<file path="src/rtl/im2col_pkg.sv">
// Shared types, register indexes and helpers for the im2col address generator.
package im2col_pkg;

  localparam int CfgAddrW = 3;
  localparam int CfgDataW = 16;
  localparam int SizeW    = 9;
  localparam int ByteW    = 8;
  localparam int ProdW    = 2 * ByteW;
  localparam int CoordW   = ProdW + 2;
  localparam int LinW     = 2 * SizeW;
  localparam int OffsetW  = 24;

  typedef logic [CfgAddrW-1:0] cfg_addr_t;

  localparam cfg_addr_t CFG_SRC_HEIGHT    = 3'd0;
  localparam cfg_addr_t CFG_SRC_WIDTH     = 3'd1;
  localparam cfg_addr_t CFG_CHANNEL_COUNT = 3'd2;
  localparam cfg_addr_t CFG_FILTER_SIZE   = 3'd3;
  localparam cfg_addr_t CFG_RESULT_SIZE   = 3'd4;
  localparam cfg_addr_t CFG_STEP_SIZE     = 3'd5;
  localparam cfg_addr_t CFG_TAP_SPACING   = 3'd6;
  localparam cfg_addr_t CFG_BORDER        = 3'd7;

  // Decoded, clamped view of the register file.
  typedef struct packed {
    logic [SizeW-1:0] height;
    logic [SizeW-1:0] width;
    logic [SizeW-1:0] channels;
    logic [ByteW-1:0] fh_last;
    logic [ByteW-1:0] fw_last;
    logic [ByteW-1:0] oh_last;
    logic [ByteW-1:0] ow_last;
    logic [ByteW-1:0] stride_y;
    logic [ByteW-1:0] stride_x;
    logic [ByteW-1:0] dil_y;
    logic [ByteW-1:0] dil_x;
    logic [ByteW-1:0] pad_top;
    logic [ByteW-1:0] pad_left;
  } cfg_t;

  // Current tap position and its end-of-patch / end-of-frame marks.
  typedef struct packed {
    logic [ByteW-1:0] out_row;
    logic [ByteW-1:0] out_col;
    logic [ByteW-1:0] tap_row;
    logic [ByteW-1:0] tap_col;
    logic             patch_last;
    logic             frame_last;
  } tap_t;

  // Last counter value for a byte count; a count of zero acts as one.
  function automatic logic [ByteW-1:0] last_index(logic [ByteW-1:0] cnt);
    last_index = (cnt == '0) ? '0 : cnt - 1'b1;
  endfunction

endpackage

</file>
<file path="src/rtl/im2col_gather_address_generator_top.sv">
// Top level of the im2col gather address generator.
//
// Each request on the in_ channel yields one result on the out_ channel: the
// element offset of the next gathered run of channel_count elements of an HWC
// tensor, or a padding flag when the filter tap lies outside the image.
// Walk order is output row, output column, filter row, filter column.
// in_tdata bit 0 set restarts the walk at the first run before emitting.
// Configuration is written through cfg_wr_en/cfg_addr/cfg_wdata while idle.
//
// Pipeline: three register stages (tap products, bounds check and row scan,
// channel scale). Throughput: one request per cycle while out_tready is high;
// each stage loads as soon as the next one frees, so back-to-back requests
// flow without gaps. The 18x9 multiply in the last stage and the 9x9 multiply
// in the middle stage set the clock period.
// Reset: registers return to their defaults, counters to the first run and
// the pipeline empties. When out_tready is low, results stay in their stages;
// in_tready falls once all three stages hold a request.
module im2col_gather_address_generator_top import im2col_pkg::*; #(
  parameter int MAX_DIM      = 256,
  parameter int MAX_CHANNELS = 256
) (
  input  logic                clk,
  input  logic                rst_n,
  input  logic                cfg_wr_en,
  input  cfg_addr_t           cfg_addr,
  input  logic [CfgDataW-1:0] cfg_wdata,
  input  logic                in_tvalid,
  output logic                in_tready,
  input  logic [7:0]          in_tdata,   // [0] restart
  output logic                out_tvalid,
  input  logic                out_tready,
  output logic [23:0]         out_tdata,  // [23:0] src_offset
  output logic [1:0]          out_tuser,  // [0] is_padding, [1] patch_last
  output logic                out_tlast   // frame_last
);

  cfg_t cfg;
  tap_t tap;
  logic accept;

  assign accept = in_tvalid && in_tready;

  im2col_cfg #(
    .MAX_DIM      (MAX_DIM),
    .MAX_CHANNELS (MAX_CHANNELS)
  ) u_cfg (
    .clk       (clk),
    .rst_n     (rst_n),
    .cfg_wr_en (cfg_wr_en),
    .cfg_addr  (cfg_addr),
    .cfg_wdata (cfg_wdata),
    .cfg       (cfg)
  );

  im2col_walk u_walk (
    .clk     (clk),
    .rst_n   (rst_n),
    .cfg     (cfg),
    .accept  (accept),
    .restart (in_tdata[0]),
    .tap     (tap)
  );

  im2col_addr u_addr (
    .clk        (clk),
    .rst_n      (rst_n),
    .cfg        (cfg),
    .in_valid   (in_tvalid),
    .in_ready   (in_tready),
    .tap        (tap),
    .out_valid  (out_tvalid),
    .out_ready  (out_tready),
    .src_offset (out_tdata),
    .is_padding (out_tuser[0]),
    .patch_last (out_tuser[1]),
    .frame_last (out_tlast)
  );

endmodule

</file>
<file path="src/rtl/im2col_cfg.sv">
// Configuration register file with size clamping and field decode.
module im2col_cfg import im2col_pkg::*; #(
  parameter int MAX_DIM      = 256,
  parameter int MAX_CHANNELS = 256
) (
  input  logic                clk,
  input  logic                rst_n,
  input  logic                cfg_wr_en,
  input  cfg_addr_t           cfg_addr,
  input  logic [CfgDataW-1:0] cfg_wdata,
  output cfg_t                cfg
);

  logic [SizeW-1:0]    src_height_r, src_width_r, channel_count_r;
  logic [CfgDataW-1:0] filter_size_r, result_size_r, step_size_r, tap_spacing_r, border_r;

  function automatic logic [SizeW-1:0] clamp_size(logic [SizeW-1:0] v, int hi);
    if (v == '0) begin
      clamp_size = SizeW'(1);
    end else if (int'(v) > hi) begin
      clamp_size = SizeW'(hi);
    end else begin
      clamp_size = v;
    end
  endfunction

  always_ff @(posedge clk) begin
    if (!rst_n) begin
      src_height_r    <= SizeW'(1);
      src_width_r     <= SizeW'(1);
      channel_count_r <= SizeW'(1);
      filter_size_r   <= 16'h0101;
      result_size_r   <= 16'h0101;
      step_size_r     <= 16'h0101;
      tap_spacing_r   <= 16'h0101;
      border_r        <= '0;
    end else if (cfg_wr_en) begin
      case (cfg_addr)
        CFG_SRC_HEIGHT:    src_height_r    <= cfg_wdata[SizeW-1:0];
        CFG_SRC_WIDTH:     src_width_r     <= cfg_wdata[SizeW-1:0];
        CFG_CHANNEL_COUNT: channel_count_r <= cfg_wdata[SizeW-1:0];
        CFG_FILTER_SIZE:   filter_size_r   <= cfg_wdata;
        CFG_RESULT_SIZE:   result_size_r   <= cfg_wdata;
        CFG_STEP_SIZE:     step_size_r     <= cfg_wdata;
        CFG_TAP_SPACING:   tap_spacing_r   <= cfg_wdata;
        CFG_BORDER:        border_r        <= cfg_wdata;
        default: ;
      endcase
    end
  end

  always_comb begin
    cfg.height   = clamp_size(src_height_r, MAX_DIM);
    cfg.width    = clamp_size(src_width_r, MAX_DIM);
    cfg.channels = clamp_size(channel_count_r, MAX_CHANNELS);
    cfg.fh_last  = last_index(filter_size_r[15:8]);
    cfg.fw_last  = last_index(filter_size_r[7:0]);
    cfg.oh_last  = last_index(result_size_r[15:8]);
    cfg.ow_last  = last_index(result_size_r[7:0]);
    cfg.stride_y = step_size_r[15:8];
    cfg.stride_x = step_size_r[7:0];
    cfg.dil_y    = tap_spacing_r[15:8];
    cfg.dil_x    = tap_spacing_r[7:0];
    cfg.pad_top  = border_r[15:8];
    cfg.pad_left = border_r[7:0];
  end

endmodule

</file>
<file path="src/rtl/im2col_walk.sv">
// Nested output/filter position counters that step once per accepted request.
module im2col_walk import im2col_pkg::*; (
  input  logic clk,
  input  logic rst_n,
  input  cfg_t cfg,
  input  logic accept,
  input  logic restart,
  output tap_t tap
);

  logic [ByteW-1:0] out_row_r, out_col_r, tap_row_r, tap_col_r;
  logic [ByteW-1:0] out_row_nxt, out_col_nxt, tap_row_nxt, tap_col_nxt;
  logic [ByteW-1:0] or_cur, oc_cur, tr_cur, tc_cur;
  logic             tc_last, tr_last, oc_last, or_last;

  always_comb begin
    or_cur = restart ? '0 : out_row_r;
    oc_cur = restart ? '0 : out_col_r;
    tr_cur = restart ? '0 : tap_row_r;
    tc_cur = restart ? '0 : tap_col_r;

    // a counter beyond its limit (config shrunk) counts as last
    tc_last = tc_cur >= cfg.fw_last;
    tr_last = tr_cur >= cfg.fh_last;
    oc_last = oc_cur >= cfg.ow_last;
    or_last = or_cur >= cfg.oh_last;

    tap.out_row    = or_cur;
    tap.out_col    = oc_cur;
    tap.tap_row    = tr_cur;
    tap.tap_col    = tc_cur;
    tap.patch_last = tc_last && tr_last;
    tap.frame_last = tc_last && tr_last && oc_last && or_last;

    out_row_nxt = or_cur;
    out_col_nxt = oc_cur;
    tap_row_nxt = tr_cur;
    tap_col_nxt = tc_cur + 1'b1;
    if (tc_last) begin
      tap_col_nxt = '0;
      tap_row_nxt = tr_cur + 1'b1;
      if (tr_last) begin
        tap_row_nxt = '0;
        out_col_nxt = oc_cur + 1'b1;
        if (oc_last) begin
          out_col_nxt = '0;
          out_row_nxt = or_last ? '0 : or_cur + 1'b1;
        end
      end
    end
  end

  always_ff @(posedge clk) begin
    if (!rst_n) begin
      out_row_r <= '0;
      out_col_r <= '0;
      tap_row_r <= '0;
      tap_col_r <= '0;
    end else if (accept) begin
      out_row_r <= out_row_nxt;
      out_col_r <= out_col_nxt;
      tap_row_r <= tap_row_nxt;
      tap_col_r <= tap_col_nxt;
    end
  end

  a_frame_wrap: assert property (@(posedge clk) disable iff (!rst_n)
    accept && tap.frame_last |=>
      (out_row_r == '0 && out_col_r == '0 && tap_row_r == '0 && tap_col_r == '0))
    else $error("counters did not wrap after the last run of the frame");

  a_col_step: assert property (@(posedge clk) disable iff (!rst_n)
    accept && !tc_last |=> tap_col_r == $past(tc_cur) + 1'b1)
    else $error("filter column did not advance");

endmodule

</file>
<file path="src/rtl/im2col_addr.sv">
// Three-stage address pipeline: tap products, bounds check and row scan, channel scale.
module im2col_addr import im2col_pkg::*; (
  input  logic               clk,
  input  logic               rst_n,
  input  cfg_t               cfg,
  input  logic               in_valid,
  output logic               in_ready,
  input  tap_t               tap,
  output logic               out_valid,
  input  logic               out_ready,
  output logic [OffsetW-1:0] src_offset,
  output logic               is_padding,
  output logic               patch_last,
  output logic               frame_last
);

  logic rdy1, rdy2, rdy3;

  // stage 1: pixel-unit products
  logic             v1_r;
  logic [ProdW-1:0] row_prod_r, row_tap_r, col_prod_r, col_tap_r;
  logic             pl1_r, fl1_r;

  // stage 2: pixel index within the image
  logic                     v2_r;
  logic [LinW-1:0]          lin2_r;
  logic                     pad2_r, pl2_r, fl2_r;
  logic signed [CoordW-1:0] row_pos, col_pos;
  logic                     pad_nxt;
  logic [LinW-1:0]          lin_nxt;

  // stage 3: element offset
  logic                     v3_r;
  logic [OffsetW-1:0]       offset3_r;
  logic                     pad3_r, pl3_r, fl3_r;
  logic [LinW+SizeW-1:0]    elem_full;

  assign rdy3     = !v3_r || out_ready;
  assign rdy2     = !v2_r || rdy3;
  assign rdy1     = !v1_r || rdy2;
  assign in_ready = rdy1;

  always_comb begin
    row_pos = $signed({2'b00, row_prod_r}) + $signed({2'b00, row_tap_r})
            - $signed({{(CoordW-ByteW){1'b0}}, cfg.pad_top});
    col_pos = $signed({2'b00, col_prod_r}) + $signed({2'b00, col_tap_r})
            - $signed({{(CoordW-ByteW){1'b0}}, cfg.pad_left});
    pad_nxt = (row_pos < 0) || (row_pos >= $signed({{(CoordW-SizeW){1'b0}}, cfg.height}))
           || (col_pos < 0) || (col_pos >= $signed({{(CoordW-SizeW){1'b0}}, cfg.width}));
    lin_nxt = ({{SizeW{1'b0}}, row_pos[SizeW-1:0]} * {{SizeW{1'b0}}, cfg.width})
            + {{SizeW{1'b0}}, col_pos[SizeW-1:0]};
    if (pad_nxt) begin
      lin_nxt = '0;
    end
    elem_full = {{SizeW{1'b0}}, lin2_r} * {{LinW{1'b0}}, cfg.channels};
  end

  always_ff @(posedge clk) begin
    if (!rst_n) begin
      v1_r <= 1'b0;
      v2_r <= 1'b0;
      v3_r <= 1'b0;
    end else begin
      if (rdy1) v1_r <= in_valid;
      if (rdy2) v2_r <= v1_r;
      if (rdy3) v3_r <= v2_r;
    end
  end

  always_ff @(posedge clk) begin
    if (rdy1 && in_valid) begin
      row_prod_r <= {{ByteW{1'b0}}, tap.out_row} * {{ByteW{1'b0}}, cfg.stride_y};
      row_tap_r  <= {{ByteW{1'b0}}, tap.tap_row} * {{ByteW{1'b0}}, cfg.dil_y};
      col_prod_r <= {{ByteW{1'b0}}, tap.out_col} * {{ByteW{1'b0}}, cfg.stride_x};
      col_tap_r  <= {{ByteW{1'b0}}, tap.tap_col} * {{ByteW{1'b0}}, cfg.dil_x};
      pl1_r      <= tap.patch_last;
      fl1_r      <= tap.frame_last;
    end
    if (rdy2 && v1_r) begin
      lin2_r <= lin_nxt;
      pad2_r <= pad_nxt;
      pl2_r  <= pl1_r;
      fl2_r  <= fl1_r;
    end
    if (rdy3 && v2_r) begin
      offset3_r <= elem_full[OffsetW-1:0];
      pad3_r    <= pad2_r;
      pl3_r     <= pl2_r;
      fl3_r     <= fl2_r;
    end
  end

  assign out_valid  = v3_r;
  assign src_offset = offset3_r;
  assign is_padding = pad3_r;
  assign patch_last = pl3_r;
  assign frame_last = fl3_r;

  a_hold_mid: assert property (@(posedge clk) disable iff (!rst_n)
    v2_r && !rdy3 |=> v2_r)
    else $error("middle stage dropped a request while stalled");

  a_pad_zero: assert property (@(posedge clk) disable iff (!rst_n)
    v3_r && pad3_r |-> offset3_r == '0)
    else $error("padding run carries a nonzero offset");

  a_frame_in_patch: assert property (@(posedge clk) disable iff (!rst_n)
    v3_r && fl3_r |-> pl3_r)
    else $error("frame end without patch end");

endmodule
</file>
<file path="config.mk">
export PLATFORM = sky130hd
export DESIGN_NAME = im2col_gather_address_generator_top
export DESIGN_NICKNAME = d
export VERILOG_FILES = /design/src/rtl/im2col_pkg.sv /design/src/rtl/im2col_gather_address_generator_top.sv /design/src/rtl/im2col_cfg.sv /design/src/rtl/im2col_walk.sv /design/src/rtl/im2col_addr.sv
export SDC_FILE = /design/constraint.sdc
export NUM_CORES = 2
export LEC_CHECK = 0
export BUFFER_PORTS_ARGS = -buffer_cell sky130_fd_sc_hd__buf_4
export CAP_MARGIN = 20
export CORE_MARGIN = 2
export CORE_UTILIZATION = 35
export DETAILED_ROUTE_END_ITERATION = 7
export PLACE_DENSITY_LB_ADDON = 0.25
export RECOVER_POWER = 25
export SLEW_MARGIN = 20
export SYNTH_ARGS = -nofsm -noshare
export SYNTH_HDL_FRONTEND = slang
export SYNTH_SLANG_ARGS = --single-unit
</file>
<file path="constraint.sdc">
create_clock -name clk -period 13.7 [get_ports clk]
set_clock_uncertainty 0.2 [all_clocks]
set_input_delay 2.74 -clock clk [delete_from_list [all_inputs] [get_ports clk]]
set_output_delay 2.74 -clock clk [all_outputs]
set_load 0.02 [all_outputs]
</file>
==> results.toml <==
[floorplan]
ios = 61
initial_core_util = 0.354
rows = 105
coreArea_um2 = 82400
die_x_um = 293
fp.dieArea_um2 = 85700
die_h_um = 293

[clocking]
path_clk_slew_ps = 60
holdBufCountCts = 0
postCtsSetupBuffers = 0
cts_sinks = 256
cts_tree = "built"
clk_latency_ps = 570
htree_num_levels = 2
cts_buffer_depth = 3
cts_resized = 0
clock-root-buffer = "clkbuf_16"
cts_made_buffers = 36

[outcome]
violations = "capacitance limit, slew limit"
status = "finished, violations left"

[yosys]
synth-edff-count = 114
synthesis.area_um2 = 29200
synth_area_per_cell_um2 = 8.62
synth-main-ff-cell = "dfxtp_1"
syn_nets = 4086
yosysMostFrequentCell = "nand2_1"
ys_types = 74
async_flop_share = 0
synthTopCellsByArea = "fa_1 22%, ha_1 15%, edfxtp_1 12%"
yosysTopAreaCell = "fa_1"
ys_seq_area_frac = 0.215
synth.top_cell.area_share = 0.224
synth_top_cells_by_count = "552 x nand2_1, 548 x inv_1, 341 x ha_1"
ys_warn_count = 0
netlist_instances = 3387
ys_seq_elements = 256

[routing]
drtIter0Drc = 963
vias = 21500
drt-pass1-iter-count = 5
wl_per_cell_um = 15.1
avgViaCountPerCell = 4.79
drt_wl_total_um = 67700
drc_errors = 0
ant_nets = 0

[sta]
final-hold-violation-count = 0
fin_crit_ps = 8950
max-slew-margin-rel = -1.09
post-route-period-util = 0.653
rsz0062_at_grt = "false"
max_freq_mhz = 112
timing.setup.tns_ps = 0
worst_pin_slew_ps = 3130
finalMaxSlewViolations = 111
setup_violations = 0

[min_path]
min_path_type = "flip-flop to flip-flop"

[global_route]
grt_pass1_vias = 21600
overflow = 0
grt_pass1_wl_um = 113000
grt_usage = 0.163
grt_max_degree = 88
antenna_found_initial = 3

[worst_setup_path]
path_cells = "clkbuf_1 -> nor2b_1 -> and2_1 -> fa_1 -> fa_1 -> inv_1 -> fa_1 -> inv_1 -> fa_1 -> ha_1 -> o21ai_0 -> a21boi_0 -> o21ai_0 -> nand2b_1 -> a21o_1 -> a41o_1 -> o41a_1 -> xnor2_1"
cp_slowest_cell = "clkbuf_1"
end_kind = "flip-flop"
cp_common_cell = "fa_1"
arrival_ps = 9050
cp-start-kind = "input port"
slowest_delay_ps = 1480
criticalPathCategory = "input port to flip-flop"
path_max_fanout = 44
required_ps = 13800

[placement]
place_congestion = 0.845
portBuffers = 53
hpwl_um = 53500

[final_layout]
final_core_util = 0.387
drive_above_1_share = 0.0466
area_delta_synth_final_pct = 9.11
nNetsFinal = 4085

[pwr]
p_per_area_nw_per_um2 = 75.1
p_leak_nw = 15.2
ir_drop_mv = 0.0899

[flow_run]
drv_cap = 4
-- worst paths after layout --
| check | depth (start not counted) | from | endpoint | slack [ps] |
|---|---|---|---|---|
| max | 18 | in_tdata[0] | u_addr.row_prod_r[15] | 4750 |
| min | 0 | u_addr.fl1_r | u_addr.fl2_r | 220 |
| max reg2reg | 27 | u_addr.row_prod_r[2] | u_addr.lin2_r[17] | 5810 |
| min reg2reg | 0 | u_addr.fl1_r | u_addr.fl2_r | 220 |
-- flip-flops by register name, indices dropped and copies added, names as in the netlist, 8 cells and up --
| name | cells |
|---|---|
| u_cfg.src_width_r | 9 |
| u_addr.lin2_r | 18 |
| u_cfg.channel_count_r | 9 |
| u_cfg.src_height_r | 9 |
| u_addr.col_prod_r | 16 |
| u_cfg.border_r | 16 |
| u_walk.tap_row_r | 8 |
| u_cfg.result_size_r | 16 |
| u_addr.row_prod_r | 16 |
| u_cfg.step_size_r | 16 |
| u_walk.tap_col_r | 8 |
| u_walk.out_row_r | 8 |
| u_cfg.filter_size_r | 16 |
| u_walk.out_col_r | 8 |
| u_addr.row_tap_r | 16 |
| u_addr.col_tap_r | 16 |
| u_cfg.tap_spacing_r | 16 |
| u_addr.src_offset | 24 |
-- power breakdown --
part	switching, mW	internal (mW)	leakage, nW	total, mW
Combinational	0.363	0.232	12.4	0.595
Clock	0.387	0.567	0.575	0.954
Sequential	0.0196	0.822	2.27	0.842
Total	0.770	1.62	15.2	2.39
-- cell usage in the layout (no fill, tap or decap), types with 14 or more instances in the layout --
| cell type | count |
|---|---|
| o21a_1 | 20 |
| clkbuf_16 | 37 |
| or3_1 | 15 |
| nand2_1 | 552 |
| nand3_1 | 51 |
| o21bai_1 | 14 |
| nand4_1 | 16 |
| o21ai_0 | 73 |
| and3_1 | 20 |
| a31oi_1 | 16 |
| and2_1 | 218 |
| nand2b_1 | 28 |
| a21oi_1 | 207 |
| fa_1 | 326 |
| inv_1 | 547 |
| a21o_1 | 31 |
| nor2b_1 | 68 |
| nor3_1 | 43 |
| ha_1 | 341 |
| xor2_1 | 32 |
| xnor2_1 | 73 |
| buf_4 | 76 |
| dfxtp_1 | 142 |
| edfxtp_1 | 114 |
| clkbuf_1 | 17 |
| nor2_1 | 158 |
-- per-layer routing --
| metal | global-route usage | wire length, um |
|---|---|---|
| met2 | 0.273 | 31200 |
| met5 | 0 | 11 |
| met3 | 0.0188 | 2270 |
| met4 | 0.0463 | 1680 |
| met1 | 0.220 | 32500 |
-- worst max-delay path, delay by kind of cell --
family	cells	cell delay, ps
fa+ha+maj	5	2240
simple gates	3	1120
buf+inv	3	1580
compound gates	6	1240
xor+xnor	1	130
-- cell families (layout without fill, tap and decap cells) --
group / count (synthesis) / in the layout / share of synthesized area
AO/OA/AOI/OAI: 448 / 448 / 0.0927
XOR/XNOR: 105 / 105 / 0.0315
buffers and inverters: 673 / 700 / 0.0874
adder cells (fa/ha/maj): 667 / 667 / 0.370
multiplexers: 5 / 5 / 0.00176
AND/OR/NAND/NOR: 1233 / 1233 / 0.202
flip-flops: 256 / 256 / 0.215
other: 0 / 2 / 0
-- metrics by stage --
step	instance area (um^2)	power, mW	std cells	worst slack, ps	hold slack [ps]
2_1_floorplan	29200	1.30	3387	6010	200
3_3_place_gp	30700	1.45	4418	5560	206
3_5_place_dp	30700	1.45	4418	5530	207
4_1_cts	31900	2.43	4484	5760	221
5_1_grt	31800	2.54	4486	4140	226
6_report	31800	2.39	4486	4750	216
-- cell type report --
cell class                      instances  area (um^2)
Clock inverter                         16          198
Tap cell                             1070         1340
Timing Repair Buffer                   82          597
Multi-Input combinational cell       2458        20400
Sequential cell                       256         6270
Inverter                              552         2080
Fill cell                            8419        50500
Clock buffer                           50          985
Antenna cell                            2         5.00
No activity file was read; power rests on OpenSTA's default activity.
